--- config.mk ---
export PLATFORM = sky130hd
export DESIGN_NAME = command_packet_register_tracker_core
export DESIGN_NICKNAME = d
export VERILOG_FILES = /design/src/design/cptr_pkg.sv /design/src/design/cptr_decode.sv /design/src/design/command_packet_register_tracker_core.sv
export SDC_FILE = /design/constraint.sdc
export NUM_CORES = 1
export LEC_CHECK = 0
export ABC_AREA = 1
export BUFFER_PORTS_ARGS = -buffer_cell sky130_fd_sc_hd__buf_4
export CORE_ASPECT_RATIO = 1.1
export CORE_UTILIZATION = 63
export CTS_CLUSTER_SIZE = 25
export DETAILED_ROUTE_END_ITERATION = 8
export GPL_ROUTABILITY_DRIVEN = 0
export PLACE_DENSITY = 0.89
export SYNTH_ARGS = -nofsm -noshare
export SYNTH_HDL_FRONTEND = slang
export SYNTH_HIERARCHICAL = 1
export SYNTH_SLANG_ARGS = --single-unit
--- constraint.sdc ---
create_clock -name clk -period 6 [get_ports clk]
set_input_delay 0.9 -clock clk [delete_from_list [all_inputs] [get_ports clk]]
set_output_delay 0.9 -clock clk [all_outputs]
set_load 0.02 [all_outputs]
--- src/design/cptr_pkg.sv ---
`default_nettype none

package cptr_pkg;

  localparam int WordW  = 32;
  localparam int IndexW = 15;
  localparam int CountW = 15;
  localparam int PairW  = 11;
  localparam int PhaseW = 3;

  localparam logic [PhaseW-1:0] PH_HEADER = 3'd0;
  localparam logic [PhaseW-1:0] PH_SEQ    = 3'd1;
  localparam logic [PhaseW-1:0] PH_PAIR1  = 3'd2;
  localparam logic [PhaseW-1:0] PH_PAIR2  = 3'd3;
  localparam logic [PhaseW-1:0] PH_SKIP   = 3'd4;

  localparam logic [1:0] PKT_SEQ    = 2'd0;
  localparam logic [1:0] PKT_PAIR   = 2'd1;
  localparam logic [1:0] PKT_FILLER = 2'd2;
  localparam logic [1:0] PKT_SKIP   = 2'd3;

  typedef struct packed {
    logic [WordW-1:0] word;
    logic             end_of_buffer;
  } in_t;

  typedef struct packed {
    logic [IndexW-1:0] reg_index;
    logic [WordW-1:0]  reg_value;
  } out_t;

  typedef struct packed {
    logic [PhaseW-1:0] parse_phase;
    logic [CountW-1:0] words_left;
    logic [IndexW-1:0] current_register;
    logic              hold_register;
    logic [PairW-1:0]  second_pair_register;
  } track_state_t;

  localparam track_state_t STATE_RESET = '{
    parse_phase:          PH_HEADER,
    words_left:           '0,
    current_register:     '0,
    hold_register:        1'b0,
    second_pair_register: '0
  };

endpackage

`default_nettype wire

--- src/design/cptr_decode.sv ---
`default_nettype none

module cptr_decode
  import cptr_pkg::*;
(
  input  track_state_t cur,
  input  in_t          req,
  output track_state_t nxt,
  output logic         emit,
  output out_t         res
);

  logic [1:0]        pkt_type;
  logic [CountW-1:0] count_plus1;
  logic [CountW-1:0] left_dec;

  assign pkt_type    = req.word[31:30];
  assign count_plus1 = {1'b0, req.word[29:16]} + CountW'(1);
  assign left_dec    = cur.words_left - CountW'(1);

  always_comb begin
    nxt           = cur;
    emit          = 1'b0;
    res.reg_index = '0;
    res.reg_value = '0;
    case (cur.parse_phase)
      PH_SEQ: begin
        emit          = 1'b1;
        res.reg_index = cur.current_register;
        res.reg_value = req.word;
        if (!cur.hold_register) begin
          nxt.current_register = cur.current_register + IndexW'(1);
        end
        nxt.words_left = left_dec;
        if (left_dec == '0) begin
          nxt.parse_phase = PH_HEADER;
        end
      end
      PH_PAIR1: begin
        emit            = 1'b1;
        res.reg_index   = cur.current_register;
        res.reg_value   = req.word;
        nxt.parse_phase = PH_PAIR2;
      end
      PH_PAIR2: begin
        emit            = 1'b1;
        res.reg_index   = IndexW'(cur.second_pair_register);
        res.reg_value   = req.word;
        nxt.parse_phase = PH_HEADER;
        nxt.words_left  = '0;
      end
      PH_SKIP: begin
        nxt.words_left = left_dec;
        if (left_dec == '0) begin
          nxt.parse_phase = PH_HEADER;
        end
      end
      default: begin
        case (pkt_type)
          PKT_SEQ: begin
            nxt.current_register = IndexW'(req.word[12:0]);
            nxt.hold_register    = req.word[15];
            nxt.words_left       = count_plus1;
            nxt.parse_phase      = PH_SEQ;
          end
          PKT_PAIR: begin
            nxt.current_register     = IndexW'(req.word[10:0]);
            nxt.second_pair_register = req.word[21:11];
            nxt.parse_phase          = PH_PAIR1;
          end
          PKT_FILLER: begin
            nxt.parse_phase = PH_HEADER;
            nxt.words_left  = '0;
          end
          default: begin
            nxt.words_left  = count_plus1;
            nxt.parse_phase = PH_SKIP;
          end
        endcase
      end
    endcase
    if (req.end_of_buffer) begin
      nxt.parse_phase = PH_HEADER;
      nxt.words_left  = '0;
    end
  end

endmodule

`default_nettype wire

--- src/design/command_packet_register_tracker_core.sv ---
`default_nettype none

// Command stream register-write tracker. One 32-bit stream word is taken per
// request on the in_ channel, one per clock cycle while the consumer keeps
// up; each word that carries a register value yields one register write on
// the out_ channel in the cycle after it is accepted, and headers, filler and
// skipped words yield nothing. The parser state updates in the accepting
// cycle and the write lands in a single result register, so the input stalls
// only while that register holds a write the consumer has not taken. Setting
// end_of_buffer on a word processes it normally, then drops any open packet
// and expects a header next.
module command_packet_register_tracker_core
  import cptr_pkg::*;
(
  input  wire  clk,
  input  wire  rst_n,
  input  wire  in_valid,
  output logic in_ready,
  input  in_t  in_data,
  output logic out_valid,
  input  wire  out_ready,
  output out_t out_data
);

  track_state_t state_r;
  track_state_t state_nxt;
  logic         emit;
  out_t         res;
  logic         in_fire;
  logic         out_valid_r;
  out_t         out_data_r;

  assign in_ready  = !out_valid_r || out_ready;
  assign in_fire   = in_valid && in_ready;
  assign out_valid = out_valid_r;
  assign out_data  = out_data_r;

  cptr_decode u_decode (
    .cur  (state_r),
    .req  (in_data),
    .nxt  (state_nxt),
    .emit (emit),
    .res  (res)
  );

  always_ff @(posedge clk) begin
    if (!rst_n) begin
      state_r     <= STATE_RESET;
      out_valid_r <= 1'b0;
    end else begin
      if (in_fire) begin
        state_r <= state_nxt;
      end
      if (in_fire) begin
        out_valid_r <= emit;
      end else if (out_ready) begin
        out_valid_r <= 1'b0;
      end
    end
  end

  always_ff @(posedge clk) begin
    if (in_fire && emit) begin
      out_data_r <= res;
    end
  end

endmodule

`default_nettype wire

==> summary.txt <==
GRT
  • First-pass GRT wire length: 26000 µm
  • GRT Overall Usage: 0.335
  • Largest net degree at the start of global routing: 94
  • GRT overflow: 0
  • Vias in the first global route: 5639
  • Initial antenna violation count: 0

Clocking
  • Post-cts sizing count: 0
  • Num CTS Buffers: 9
  • Hold_buf cts: 0
  • Max clock buf depth: 2
  • H-tree depth: 3
  • TritonCTS clock tree: built
  • Sink Count: 93
  • Clk_lat worst skew: 380 ps
  • Setup Fix Bufs, Post-CTS: 0
  • Root buffer cell: clkbuf_8
  • Reg clk slew, reported paths: roughly 90 ps

Drt
  • Per-cell routed wire length: 15.7 µm
  • Vias: 6114
  • Drt pass-1 iters: 8
  • Remaining DRCs: 0
  • Initial DRC Count: 745
  • Wirelength, routed: 16000 µm
  • Vias/cell: 6.01
  • Antenna Nets Post-Route: 0

Floorplanning
  • IO Count: 86
  • Initial core utilization: 0.659
  • Site row count: 36
  • Full die area: 9760 µm²
  • Core Area: around 9000 µm²
  • Chip width: 94.3 µm
  • Die Y: about 100 µm

Logic synthesis
  • Yosys warnings: 6
  • Unique masters post-synth: 43
  • Synth Instances: 838
  • #FFs+latches synth: 93
  • Top cells by count, synth: inv_1, nand2_1, nor2_1, nand3_1, a21oi_1
  • Synth area leader: edfxtp_1
  • Top cells by area, synth: edfxtp_1, dfxtp_1, inv_1
  • Syn_nets: 884
  • Mapped Area: about 6000 µm²
  • Synth top area share: 0.239
  • EDFF count, synth: 47
  • Syn avg cell area: roughly 7.0 µm²
  • Main synth FF type: edfxtp_1
  • Fraction of the yosys area taken by sequential cells: 0.395
  • Async S/R FF share, synth: 0
  • Top-count cell post-synth: inv_1

Placed design
  • PortBufs: 85
  • Placed instance count: 1002
  • Placed wire-length estimate: between 10000 and 15000 µm
  • Placed cell areas: 6470 µm²
  • Dpl ws: about 2700 ps

Worst setup path
  • CP arrival: 2010 ps
  • FF-to-FF Start: out_valid
  • Critical Path Fanout Max: 93
  • R2R Path End: out_data[8]
  • Crit path launch type: input port
  • Critical Path RT: 5100 ps
  • Crit. End Element: primary output
  • Setup CP Type: in2out
  • Reg2reg setup slack: 3410 ps
  • Worst Reg-to-Reg Cells: 5

Layout
  • Fin nets: 945
  • Area delta synth->final: 13.3%
  • Fillers: approximately 680
  • Layout cells sized above 1: 0.147
  • Sequential cell area: 2330 µm²
  • Multi-input gate area: between 2000 and 3000 µm²
  • Final non-filler cell area: 6690 µm²
  • Antenna Cells: 0
  • Final cell count without fillers: approximately 1000
  • Finished Core Util: 0.746

Pwr
  • Maximum vdd drop: 0.000187 V
  • Leakage: 3.06 nW
  • Pwr per Cell Area: 251 nW/µm²
  • Total power: about 1.7 mW

STA
  • Relative slew slack: 0.407
  • Setup TNS: 0 ps
  • Worst setup margin: slightly above 3000 ps
  • Slew @ Worst Pin: 890 ps
  • Fmax: 343 MHz
  • RSZ-0062 raised after global routing: false
  • Finish-stage setup viols: 0
  • Fin. max-slew vios: 0
  • Period utilization: 0.485
  • Clock skew: 14.1 ps
  • Fin crit period: 2910 ps
  • Hold WS: 500 ps
  • Hold Violations, Final: 0

Outcome
  • Status: completed

Hold path
  • Worst Min Path Start: state_r[7]
  • Worst hold path class: reg2reg
  • Hold path cells: 2
  • WHS Endpoint: state_r[7]

Run
  • Max-cap violation count: 0
registers in the layout, indices dropped and copies added (netlist names):
signal and cells:
state_r 45, out_valid 1, out_data 47
area by class of cell:
| type | instances | area share |
|---|---|---|
| multi-input combinational | 557 | 0.414 |
| sequential | 93 | 0.349 |
| timing repair buffer | 88 | 0.0988 |
| inverter | 150 | 0.0853 |
| tap | 114 | 0.0213 |
| clock buffer | 9 | 0.0185 |
| clock inverter | 7 | 0.0137 |
worst max-delay path by stage:
stage / start / to / slack, ps / cells after the start
floorplan: out_ready / out_data[0] / 2190 / 6
global placement: out_ready / out_data[43] / 2850 / 7
detailed placement: out_ready / out_data[43] / 2750 / 7
CTS: out_ready / in_ready / 3110 / 5
global route: out_ready / out_data[46] / 2950 / 7
finish: out_ready / in_ready / 3090 / 5
where the power goes:
| group | switching (mW) | internal (mW) | leakage (nW) |
|---|---|---|---|
| clock network | 0.257 | 0.203 | 0.105 |
| registers | 0.0355 | 0.717 | 0.824 |
| logic | 0.309 | 0.159 | 2.13 |
| total | 0.601 | 1.08 | 3.06 |
layer usage:
metal,up-vias,track usage,routed length (µm)
met5,-,0,0
met4,0,0.173,736
met3,85,0.0734,1890
met2,451,0.517,7250
met1,2730,0.438,6090
li1,2848,-,-
critical path, cell delays in order:
cell     delay, ps
buf_4           80
inv_1           30
nand2_2         40
buf_4          680
buf_4          270
cell families (layout without fill, tap and decap cells):
family | after synthesis | count (layout) | synth area share
simple gates | 384 | 384 | 0.280
buf+inv | 188 | 254 | 0.138
compound gates | 158 | 158 | 0.159
flops | 93 | 93 | 0.395
fa+ha+maj | 9 | 9 | 0.0191
xor+xnor | 6 | 6 | 0.00890
cell usage in the layout (no fill, tap or decap), types with 2 or more instances in the layout:
cell type	netlist	layout
a22oi_1	3	3
edfxtp_1	47	47
a221oi_1	7	7
buf_4	5	88
nand4_1	5	5
o31ai_1	3	3
nand3_1	79	79
nor2_4	6	7
clkinv_1	2	2
inv_2	5	5
clkbuf_8	0	9
inv_1	141	141
xor2_1	5	5
o21ai_1	3	3
dfxtp_1	46	46
a21oi_1	67	67
nor2_2	2	3
nor3_1	7	7
o22ai_1	15	15
a211oi_1	2	2
inv_6	0	2
a221oi_2	2	2
nor3_2	2	2
nor2_1	136	134
clkinv_4	1	2
nand2_1	140	140
nand2_2	5	5
ha_1	9	9
o221ai_1	9	9
o21ai_0	41	41
(Power assumes the default switching activity.)
